**config.mk**
```make
export PLATFORM = sky130hd
export DESIGN_NAME = perfect_number_check_flat
export DESIGN_NICKNAME = d
export VERILOG_FILES = /design/src/pnc_pkg.sv /design/src/pnc_in_if.sv /design/src/pnc_out_if.sv /design/src/pnc_div.sv /design/src/perfect_number_check.sv /design/src/flat_wrapper.sv
export SDC_FILE = /design/constraint.sdc
export NUM_CORES = 1
export LEC_CHECK = 0
export ABC_AREA = 1
export BUFFER_PORTS_ARGS = -buffer_cell sky130_fd_sc_hd__clkbuf_2
export CORE_UTILIZATION = 45
export CTS_CLUSTER_DIAMETER = 40
export DETAILED_ROUTE_END_ITERATION = 6
export PLACE_DENSITY = 0.64
export SLEW_MARGIN = 20
export SYNTH_ARGS = -nofsm -noshare
export SYNTH_HDL_FRONTEND = slang
export SYNTH_SLANG_ARGS = --single-unit
export TNS_END_PERCENT = 10
```
**constraint.sdc**
```tcl
create_clock -name clk_i -period 3.9 [get_ports clk_i]
set_input_delay 0.39 -clock clk_i [delete_from_list [all_inputs] [get_ports clk_i]]
set_output_delay 0.39 -clock clk_i [all_outputs]
set_load 0.02 [all_outputs]
```
**src/pnc_pkg.sv**
```systemverilog
// ----------------------------------------------------------------------------
// pnc_pkg
// Shared widths and constants for the perfect number checker.
// ----------------------------------------------------------------------------
package pnc_pkg;

  parameter int NUM_WIDTH_DEF = 31;
  parameter int SUM_EXTRA     = 3;

endpackage

```
**src/pnc_in_if.sv**
```systemverilog
// ----------------------------------------------------------------------------
// pnc_in_if
// Input channel of the perfect number checker: one number per beat.
// ----------------------------------------------------------------------------
interface pnc_in_if #(
  parameter int NUM_WIDTH = pnc_pkg::NUM_WIDTH_DEF
);
  logic                 valid;
  logic                 ready;
  logic [NUM_WIDTH-1:0] number;

  modport source (output valid, output number, input ready);
  modport sink   (input valid, input number, output ready);
endinterface

```
**src/pnc_out_if.sv**
```systemverilog
// ----------------------------------------------------------------------------
// pnc_out_if
// Result channel of the perfect number checker: flag and aliquot sum per beat.
// ----------------------------------------------------------------------------
interface pnc_out_if #(
  parameter int NUM_WIDTH = pnc_pkg::NUM_WIDTH_DEF
);
  localparam int SumWidth = NUM_WIDTH + pnc_pkg::SUM_EXTRA;

  logic                valid;
  logic                ready;
  logic                is_perfect;
  logic [SumWidth-1:0] aliquot_sum;

  modport source (output valid, output is_perfect, output aliquot_sum, input ready);
  modport sink   (input valid, input is_perfect, input aliquot_sum, output ready);
endinterface

```
**src/pnc_div.sv**
```systemverilog
// ----------------------------------------------------------------------------
// pnc_div
// Iterative restoring divider, one quotient bit per cycle.
// ----------------------------------------------------------------------------
module pnc_div #(
  parameter int NUM_WIDTH = pnc_pkg::NUM_WIDTH_DEF
) (
  input  logic                 clk_i,
  input  logic                 rst_ni,
  input  logic                 start_i,
  input  logic [NUM_WIDTH-1:0] dividend_i,
  input  logic [NUM_WIDTH-1:0] divisor_i,
  output logic                 done_o,
  output logic [NUM_WIDTH-1:0] quotient_o,
  output logic [NUM_WIDTH-1:0] remainder_o
);

  localparam int CntWidth = $clog2(NUM_WIDTH + 1);

  logic                 busy_q, busy_d;
  logic                 done_q, done_d;
  logic [CntWidth-1:0]  cnt_q, cnt_d;
  logic [NUM_WIDTH-1:0] quo_q, quo_d;
  logic [NUM_WIDTH-1:0] rem_q, rem_d;
  logic [NUM_WIDTH-1:0] dvs_q, dvs_d;
  logic [NUM_WIDTH:0]   shifted;
  logic [NUM_WIDTH:0]   trial;

  assign shifted = {rem_q, quo_q[NUM_WIDTH-1]};
  assign trial   = shifted - {1'b0, dvs_q};

  always_comb begin
    busy_d = busy_q;
    done_d = 1'b0;
    cnt_d  = cnt_q;
    quo_d  = quo_q;
    rem_d  = rem_q;
    dvs_d  = dvs_q;
    if (start_i) begin
      busy_d = 1'b1;
      cnt_d  = CntWidth'(NUM_WIDTH);
      quo_d  = dividend_i;
      rem_d  = '0;
      dvs_d  = divisor_i;
    end else if (busy_q) begin
      quo_d = {quo_q[NUM_WIDTH-2:0], ~trial[NUM_WIDTH]};
      rem_d = trial[NUM_WIDTH] ? shifted[NUM_WIDTH-1:0] : trial[NUM_WIDTH-1:0];
      cnt_d = cnt_q - CntWidth'(1);
      if (cnt_q == CntWidth'(1)) begin
        busy_d = 1'b0;
        done_d = 1'b1;
      end
    end
  end

  always_ff @(posedge clk_i or negedge rst_ni) begin
    if (!rst_ni) begin
      busy_q <= 1'b0;
      done_q <= 1'b0;
      cnt_q  <= '0;
    end else begin
      busy_q <= busy_d;
      done_q <= done_d;
      cnt_q  <= cnt_d;
    end
  end

  always_ff @(posedge clk_i) begin
    quo_q <= quo_d;
    rem_q <= rem_d;
    dvs_q <= dvs_d;
  end

  assign done_o      = done_q;
  assign quotient_o  = quo_q;
  assign remainder_o = rem_q;

  as_done_after_work: assert property (@(posedge clk_i) disable iff (!rst_ni)
    done_q |-> !busy_q)
    else $error("divider done while still busy");

  as_count_live: assert property (@(posedge clk_i) disable iff (!rst_ni)
    busy_q |-> cnt_q != '0)
    else $error("divider busy with zero step count");

  as_start_clears_done: assert property (@(posedge clk_i) disable iff (!rst_ni)
    start_i |=> !done_q && busy_q)
    else $error("divider start did not begin a division");

endmodule

```
**src/perfect_number_check.sv**
```systemverilog
// ----------------------------------------------------------------------------
// perfect_number_check
// Aliquot sum by trial division up to the square root, with perfect flag.
// ----------------------------------------------------------------------------
//   channel  dir  fields                     handshake
//   in_i     in   number                     valid / ready
//   out_o    out  is_perfect, aliquot_sum    valid / ready
//
// each trial divisor runs through the shared restoring divider; a divisor that
// divides is added in ST_ACC_D and its cofactor, if different, in ST_ACC_Q
// inputs 0 and 1 skip the divider and go straight to the finish state
// asynchronous active-low reset; ready is high in the first cycle after reset
// the result sits in an output register, so a new beat is taken while it waits;
// a second result waits in the finish state until the register is free
// ----------------------------------------------------------------------------
module perfect_number_check #(
  parameter int NUM_WIDTH = pnc_pkg::NUM_WIDTH_DEF
) (
  input  logic      clk_i,
  input  logic      rst_ni,
  pnc_in_if.sink    in_i,
  pnc_out_if.source out_o
);

  localparam int SumWidth = NUM_WIDTH + pnc_pkg::SUM_EXTRA;

  typedef enum logic [4:0] {
    ST_IDLE  = 5'b00001,
    ST_DIV   = 5'b00010,
    ST_ACC_D = 5'b00100,
    ST_ACC_Q = 5'b01000,
    ST_FIN   = 5'b10000
  } state_e;

  state_e               state_q, state_d;
  logic                 start_q, start_d;
  logic [NUM_WIDTH-1:0] n_q, n_d;
  logic [NUM_WIDTH-1:0] d_q, d_d;
  logic [SumWidth-1:0]  acc_q, acc_d;
  logic                 out_valid_q, out_valid_d;
  logic                 out_perfect_q, out_perfect_d;
  logic [SumWidth-1:0]  out_sum_q, out_sum_d;

  logic                 div_done;
  logic [NUM_WIDTH-1:0] div_quo;
  logic [NUM_WIDTH-1:0] div_rem;
  logic [NUM_WIDTH-1:0] add_op;
  logic [SumWidth-1:0]  acc_sum;

  pnc_div #(
    .NUM_WIDTH (NUM_WIDTH)
  ) u_div (
    .clk_i       (clk_i),
    .rst_ni      (rst_ni),
    .start_i     (start_q),
    .dividend_i  (n_q),
    .divisor_i   (d_q),
    .done_o      (div_done),
    .quotient_o  (div_quo),
    .remainder_o (div_rem)
  );

  // shared accumulator adder
  assign add_op  = (state_q == ST_ACC_Q) ? div_quo : d_q;
  assign acc_sum = acc_q + SumWidth'(add_op);

  assign in_i.ready = (state_q == ST_IDLE);

  always_comb begin
    state_d       = state_q;
    start_d       = 1'b0;
    n_d           = n_q;
    d_d           = d_q;
    acc_d         = acc_q;
    out_valid_d   = out_valid_q;
    out_perfect_d = out_perfect_q;
    out_sum_d     = out_sum_q;

    if (out_valid_q && out_o.ready) begin
      out_valid_d = 1'b0;
    end

    unique case (state_q)
      ST_IDLE: begin
        if (in_i.valid) begin
          n_d = in_i.number;
          d_d = NUM_WIDTH'(2);
          if (in_i.number <= NUM_WIDTH'(1)) begin
            acc_d   = '0;
            state_d = ST_FIN;
          end else begin
            acc_d   = SumWidth'(1);
            start_d = 1'b1;
            state_d = ST_DIV;
          end
        end
      end
      ST_DIV: begin
        if (div_done) begin
          if (d_q > div_quo) begin
            state_d = ST_FIN;
          end else if (div_rem == '0) begin
            state_d = ST_ACC_D;
          end else begin
            d_d     = d_q + NUM_WIDTH'(1);
            start_d = 1'b1;
          end
        end
      end
      ST_ACC_D: begin
        acc_d = acc_sum;
        if (div_quo != d_q) begin
          state_d = ST_ACC_Q;
        end else begin
          d_d     = d_q + NUM_WIDTH'(1);
          start_d = 1'b1;
          state_d = ST_DIV;
        end
      end
      ST_ACC_Q: begin
        acc_d   = acc_sum;
        d_d     = d_q + NUM_WIDTH'(1);
        start_d = 1'b1;
        state_d = ST_DIV;
      end
      ST_FIN: begin
        if (!out_valid_q || out_o.ready) begin
          out_valid_d   = 1'b1;
          out_perfect_d = (acc_q != '0) && (acc_q == SumWidth'(n_q));
          out_sum_d     = acc_q;
          state_d       = ST_IDLE;
        end
      end
      default: begin
        state_d = ST_IDLE;
      end
    endcase
  end

  always_ff @(posedge clk_i or negedge rst_ni) begin
    if (!rst_ni) begin
      state_q     <= ST_IDLE;
      start_q     <= 1'b0;
      out_valid_q <= 1'b0;
    end else begin
      state_q     <= state_d;
      start_q     <= start_d;
      out_valid_q <= out_valid_d;
    end
  end

  always_ff @(posedge clk_i) begin
    n_q           <= n_d;
    d_q           <= d_d;
    acc_q         <= acc_d;
    out_perfect_q <= out_perfect_d;
    out_sum_q     <= out_sum_d;
  end

  assign out_o.valid       = out_valid_q;
  assign out_o.is_perfect  = out_perfect_q;
  assign out_o.aliquot_sum = out_sum_q;

  as_divisor_floor: assert property (@(posedge clk_i) disable iff (!rst_ni)
    (state_q == ST_DIV) |-> (d_q >= NUM_WIDTH'(2)))
    else $error("trial divisor below two");

  as_done_in_div: assert property (@(posedge clk_i) disable iff (!rst_ni)
    div_done |-> (state_q == ST_DIV) && !start_q)
    else $error("divider result outside the divide state");

  as_accept_leaves_idle: assert property (@(posedge clk_i) disable iff (!rst_ni)
    (in_i.valid && in_i.ready) |=> (state_q != ST_IDLE))
    else $error("accepted beat did not start work");

  as_add_only_divisor: assert property (@(posedge clk_i) disable iff (!rst_ni)
    (state_q == ST_ACC_D) |-> (div_rem == '0))
    else $error("adding a trial value that does not divide");

endmodule
```
**src/flat_wrapper.sv**
```systemverilog
// flat-port wrapper written by rule: the top's interface ports become plain ports
module perfect_number_check_flat 
#(
  parameter int NUM_WIDTH = pnc_pkg::NUM_WIDTH_DEF
)
  (clk_i, rst_ni, in_i_valid, in_i_number, in_i_ready, out_o_valid, out_o_is_perfect, out_o_aliquot_sum, out_o_ready);
  pnc_in_if #(.NUM_WIDTH(NUM_WIDTH)) in_i_i ();
  pnc_out_if #(.NUM_WIDTH(NUM_WIDTH)) out_o_i ();
  input  logic clk_i;
  input  logic rst_ni;
  input wire logic [$bits(in_i_i.valid)-1:0] in_i_valid;
  input wire logic [$bits(in_i_i.number)-1:0] in_i_number;
  output wire logic [$bits(in_i_i.ready)-1:0] in_i_ready;
  output wire logic [$bits(out_o_i.valid)-1:0] out_o_valid;
  output wire logic [$bits(out_o_i.is_perfect)-1:0] out_o_is_perfect;
  output wire logic [$bits(out_o_i.aliquot_sum)-1:0] out_o_aliquot_sum;
  input wire logic [$bits(out_o_i.ready)-1:0] out_o_ready;
  assign in_i_i.valid = in_i_valid;
  assign in_i_i.number = in_i_number;
  assign in_i_ready = in_i_i.ready;
  assign out_o_valid = out_o_i.valid;
  assign out_o_is_perfect = out_o_i.is_perfect;
  assign out_o_aliquot_sum = out_o_i.aliquot_sum;
  assign out_o_i.ready = out_o_ready;
  perfect_number_check #(.NUM_WIDTH(NUM_WIDTH)) u_core (.clk_i(clk_i), .rst_ni(rst_ni), .in_i(in_i_i), .out_o(out_o_i));
endmodule
```
* Word-level counts from Yosys, hierarchy flattened
Cells that the tools add are included. Widths: inputs -> output; s select.
Cells by class: multiplexer cells 39, bitwise logic cells 1, add/subtract/negate cells 4, divide/modulo/power cells 0, eq/ne operators 15, reductions and logical operators 15, magnitude comparators 2, multipliers 0, shift-type cells 0
Operator list (count):
- $mux 31 | 9
- $pmux 31 s4 | 1
- $pmux 34 s2 | 1
- $mux 5 | 8
- $add 34x31->34 | 1
- $eq 34x31->1 | 1
- $mux 34 | 1
- $reduce_bool 34->1 | 1
- $sub 32x31->32 | 1
- $add 31x1->31 const B | 1
- $gt 31x31->1 | 1
- $le 31x1->1 const B | 1
- $logic_not 31->1 | 1
- $ne 31x31->1 | 1
- $pmux 5 s5 | 1
- $mux 1 | 16
- $eq 5x1->1 const B | 2
- $ne 2x2->1 const B | 5
- $reduce_and 2->1 | 3
- $reduce_and 6->1 | 1
- $eq 5x2->1 const B | 1
- $eq 5x3->1 const B | 1
- $eq 5x4->1 const B | 1
- $eq 5x5->1 const B | 1
- other kinds (13) | 15
Storage, ports and cells: logic and storage cells 90, output and inout bits 37, memory bits (writable) 0, memories 0, ROM bits 0, bits in latches 0, input port bits 35, register bits after elaboration 238

* Longest topological paths before layout
depth in word-level cells 5, depth in mapped cells 19, depth with buffers taken out 18

* Hierarchy
Synthesis repeated with hierarchy kept, for this count alone.
Unflattened totals: cell total of the unflattened synthesis 2143, area, all modules 16014.1 sq um
By module, submodules not included:
- perfect_number_check | instances 1, sequential area each 4110.2 sq um, cells an instance 1147, area an instance 9369.0 sq um
- pnc_div | instances 1, sequential area each 2657.5 sq um, cells an instance 996, area an instance 6645.1 sq um

* Worst setup path after synthesis
OpenSTA, ideal clock, no wires.
path type register to register, start point register u_core.state_q[3], end point register u_core.acc_q[0] (enable), arrival time 3598 ps, data required time 3428 ps, setup slack -170 ps, buffers on the path 0, library setup time 472 ps, cell stages (with the launch flop) 6, period minus slack after synthesis 4070 ps, path through dfrtp_1 > nor2_1 > nand2_1 > nor3_2 > inv_1 > o21ai_0
Between the ends: elaborated cells between the ends (all ways) 7, those cells by class 4 x eq/ne; 3 x reduce/logical
RTL lines:
- start: declaration | RTL line perfect_number_check.sv:35 | state_e state_q, state_d;
- start signal: assignment | RTL line perfect_number_check.sv:146 | state_q <= state_d;
- $eq 5x1->1 (*)
- net in_i_ready | RTL line flat_wrapper.sv:13 | output wire logic [$bits(in_i_i.ready)-1:0] in_i_ready;
- $ne 2x2->1 (no line) or $reduce_bool 2->1 (tied branches)
- $reduce_and 2->1 (no line) (*)
- end signal: assignment | RTL line perfect_number_check.sv:155 | acc_q <= acc_d;
- end: declaration | RTL line perfect_number_check.sv:39 | logic [SumWidth-1:0] acc_q, acc_d;
Mark *: on every way through the listed nets, which the timed path passes. The rest lies on a longest branch. A chain may end at the register's enable or synchronous reset.

* Final worst setup path
start point register u_core.state_q[1], end point register u_core.acc_q[29], data pin
Between the ends: cells in the longest elaborated chain, start to end 4, elaborated cells between the ends (all ways) 7, those cells by class 1 x add/sub; 3 x eq/ne; 2 x mux; 1 x reduce/logical
RTL lines:
- $eq 5x4->1 | RTL line perfect_number_check.sv:64, perfect_number_check.sv:83
- $mux 31 | RTL line perfect_number_check.sv:64 | assign add_op = (state_q == ST_ACC_Q) ? div_quo : d_q;
- $add 34x31->34 | RTL line perfect_number_check.sv:65 | assign acc_sum = acc_q + SumWidth'(add_op);
- $pmux 34 s2 (*) | RTL line perfect_number_check.sv:83 | unique case (state_q)
Mark *: on every way between the ends. The rest lies on a longest branch, timed or not.

==> run_results.csv <==
group,metric,value,unit
cells_and_area,final_common_cell,"nand2_1",
route,vias,14025,
setup_path,critPathLaunchType,"flip-flop",
synth,syn_avg_cell_area,7.715,um2
timing,setup_tns,0,ns
timing,tightest_slew,1.092,ns
timing,drv_slew,0,
cells_and_area,post_route_cells_drive_above_1_share,10.94,%
power_and_ir_drop,p_int,9.025,mW
power_and_ir_drop,combPwrFrac,52.0,%
clock_network,cts_buffer_depth,3,
die,ioPinCount,72,
setup_path,path_class,"flip-flop to flip-flop",
global_route,grtUsageTotal,25.91,%
route,wl_per_cell,17.28,um
synth,synth.largest_area_cell,"edfxtp_1",
setup_path,path_max_fanout,63,
place,port_buffers,71,
power_and_ir_drop,p_leak,8.528,nW
power_and_ir_drop,net-switching-power,8.216,mW
die,dieWidth,190.7,um
power_and_ir_drop,seq_power_share,27.8,%
global_route,grt_first_pass_wirelength,72570,um
clock_network,cts.repair.resized,0,
route,drcViolationCount,0,
power_and_ir_drop,finalPower,17.24,mW
synth,ys.flop_type,"edfxtp_1",
global_route,overflow,0,
worst_hold_path,holdPathEnd,"u_core.n_q[0]",
setup_path,r2r-end,"u_core.acc_q[29]",
cells_and_area,final_cell_mix,"nand2_1 (607), inv_1 (326), edfxtp_1 (193)",
cells_and_area,antenna_cells,0,
setup_path,r2r_setup_slack,0.59,ns
clock_network,htreeDepth,2,
route,detail-route-antenna-nets,0,
power_and_ir_drop,pwr_density_cell,947.4,nW/um2
timing,fmax,301.9,MHz
worst_hold_path,hp-start,"in_i_number[0]",
synth,synthArstFlopShare,5.882,%
synth,yosys.area.top_type_share,36.18,%
route,first_iter_violations,1342,
die,core,34800,um2
timing,setup_violations,0,
cells_and_area,finalNetCount,2303,
clock_network,cts_made_buffers,40,
synth,ys_ff_latch,238,
synth,netlist_area,16020,um2
setup_path,reg2regPathDepth,13,
place,dp_hpwl,36000,um
synth,synth_edf_count,193,
synth,netlist_instances,2076,
global_route,antenna_found_initial,0,
synth,synthTopCellsByArea,"edfxtp_1 (36%), nand2_1 (14%), inv_1 (7.6%)",
global_route,first_global_vias,13276,
timing,period_share,84.93,%
power_and_ir_drop,vdd_drop_max,0.0008903,V
route,wirelength,45920,um
global_route,grt_max_degree,64,
clock_network,clkSlewWorstSetupHoldPaths,0.06,ns
timing,skew,0.02366,ns
setup_path,r2r-start,"u_core.state_q[1]",
synth,synthesis.nets,2209,
worst_hold_path,whs_path_depth,1,
run_status,status,"completed",
cells_and_area,area_growth,13.62,%
timing,hold_viol,0,
worst_hold_path,hold_path_class,"primary input to flip-flop",
setup_path,required,4.21,ns
timing,slew_headroom,26.50,%
route,vias_per_cell,5.279,
place,gp_congestion,0.9550,
timing,post-route-min-period,3.312,ns
setup_path,cp-end-kind,"flip-flop",
die,rows,68,
power_and_ir_drop,p_clk_share,20.2,%
power_and_ir_drop,switching_share,47.65,%
clock_network,clock_sinks,238,
flow_run,timing.max_cap.violations,0,
die,die_h,190.7,um
die,dieArea,36350,um2
synth,ys_seq_area_share,42.25,%
synth,ys_types,54,
die,initial_core_util,46.03,%
synth,synth-warning-count,0,
setup_path,cp_data_arrival_time,3.62,ns
clock_network,cts_tree,"done",
timing,rsz0062_at_grt,"false",
clock_network,clkLatencyLatePin,0.56,ns
route,firstDrtPassIters,5,
clock_network,root_buffer,"clkbuf_16",
[metrics by stage]
| step | instances | instance area (um2) | utilization, % | hold WS (ns) | worst slack, ns |
|---|---|---|---|---|---|
| after floorplan | 2076 | 16020 | - | 0.09441 | 0.7450 |
| after global placement | 2582 | 16860 | 48.45 | 0.3103 | 0.6985 |
| after detailed placement | 2582 | 16860 | 48.45 | 0.3159 | 0.6890 |
| after CTS | 2657 | 18200 | 52.29 | 0.002313 | 0.6513 |
| after global routing | 2657 | 18200 | 52.29 | 0.002320 | 0.2755 |
| final | 2657 | 18200 | 52.29 | 0.02135 | 0.5879 |
[synthesized netlist by cell type, drive strengths merged, types with 2 or more instances]
cell type,n
a211oi,2
nand3,139
a31oi,4
edfxtp,193
nand3b,5
o22ai,4
dfxtp,31
o21ai,104
nor2,165
a21oi,122
ha,96
clkbuf,20
xor2,15
a22o,3
and2,3
nand4,31
xnor2,29
dfrtp,13
nor4,29
buf,12
o21bai,6
fa,2
o21a,5
nand2,626
a21o,10
nor3b,4
inv,342
or2,17
nor3,36
[flip-flops by register name, summed over array words and instances (netlist names)]
register / cells
u_core.u_div.remainder_o: 31
u_core.n_q: 31
u_core.start_q: 1
u_core.u_div.quotient_o: 31
u_core.u_div.done_o: 1
u_core.u_div.cnt_q: 5
u_core.out_o.is_perfect: 1
u_core.out_o.valid: 1
u_core.out_o.aliquot_sum: 34
u_core.u_div.dvs_q: 31
u_core.state_q: 5
u_core.u_div.busy_q: 1
u_core.d_q: 31
u_core.acc_q: 34
[final cells by class]
class	instances	area, um2
Tap cell	455	569.3
Clock buffer	47	1049
Sequential cell	238	6771
Timing Repair Buffer	84	467.9
Fill cell	3308	16600
Multi-Input combinational cell	1464	7777
Clock inverter	27	279.0
Inverter	342	1284
[what timing repair did]
action / 4_1_cts / 5_1_grt
setup buffers: 0 / 0
endpoints found under the setup margin: 0 / 0
hold buffers: 1 / 0
hold endpoints to repair: 13 / 0
[power groups by stage]
stage	clock network, mW	logic, mW	registers, mW
after global routing	3.65	10.2	4.89
after detailed placement	0	8.79	4.83
after global placement	0	8.65	4.81
final	3.49	8.96	4.79
after floorplan	0	6.75	4.49
after CTS	3.55	8.85	4.79
[how the worst max path moves through the flow]
| stage | startpoint | to | depth (start not counted) |
|---|---|---|---|
| global placement | u_core.state_q[1] | u_core.acc_q[29] | 13 |
| finish | u_core.state_q[1] | u_core.acc_q[29] | 13 |
| CTS | u_core.state_q[1] | u_core.acc_q[25] | 15 |
| floorplan | u_core.state_q[3] | u_core.acc_q[0] | 5 |
| detailed placement | u_core.state_q[1] | u_core.acc_q[25] | 15 |
| global route | u_core.state_q[1] | u_core.acc_q[30] | 17 |
[layer usage]
layer  part of all wire (%)  global-route usage (%)  vias to the layer above
met5                      0                       0                        -
met4                    2.2                   8.123                        0
met3                    7.3                   5.226                       68
met2                     43                   39.55                      437
met1                     47                   36.69                     6498
li1                       -                       -                     7022
[cell families after synthesis]
kind of cell	share of synthesized area, %
adder cells (fa/ha/maj)	7.749
buffers and inverters	9.351
AND/OR/NAND/NOR	29.31
XOR/XNOR	2.406
AO/OA/AOI/OAI	8.929
flip-flops	42.25
[critical path: stages (launching register included)]
cell and delay [ns]:
dfrtp_1 0.41, nor2_1 0.21, nand4_2 0.16, buf_12 0.22, nand2_1 0.08, o21ai_0 0.13, ha_1 0.40, nand2_1 0.15
nor2_1 0.40, nand2_1 0.09, o21ai_0 0.35, nand3_1 0.20, a21oi_1 0.18, nor2_1 0.06
Power figures use the tool's default switching activity.
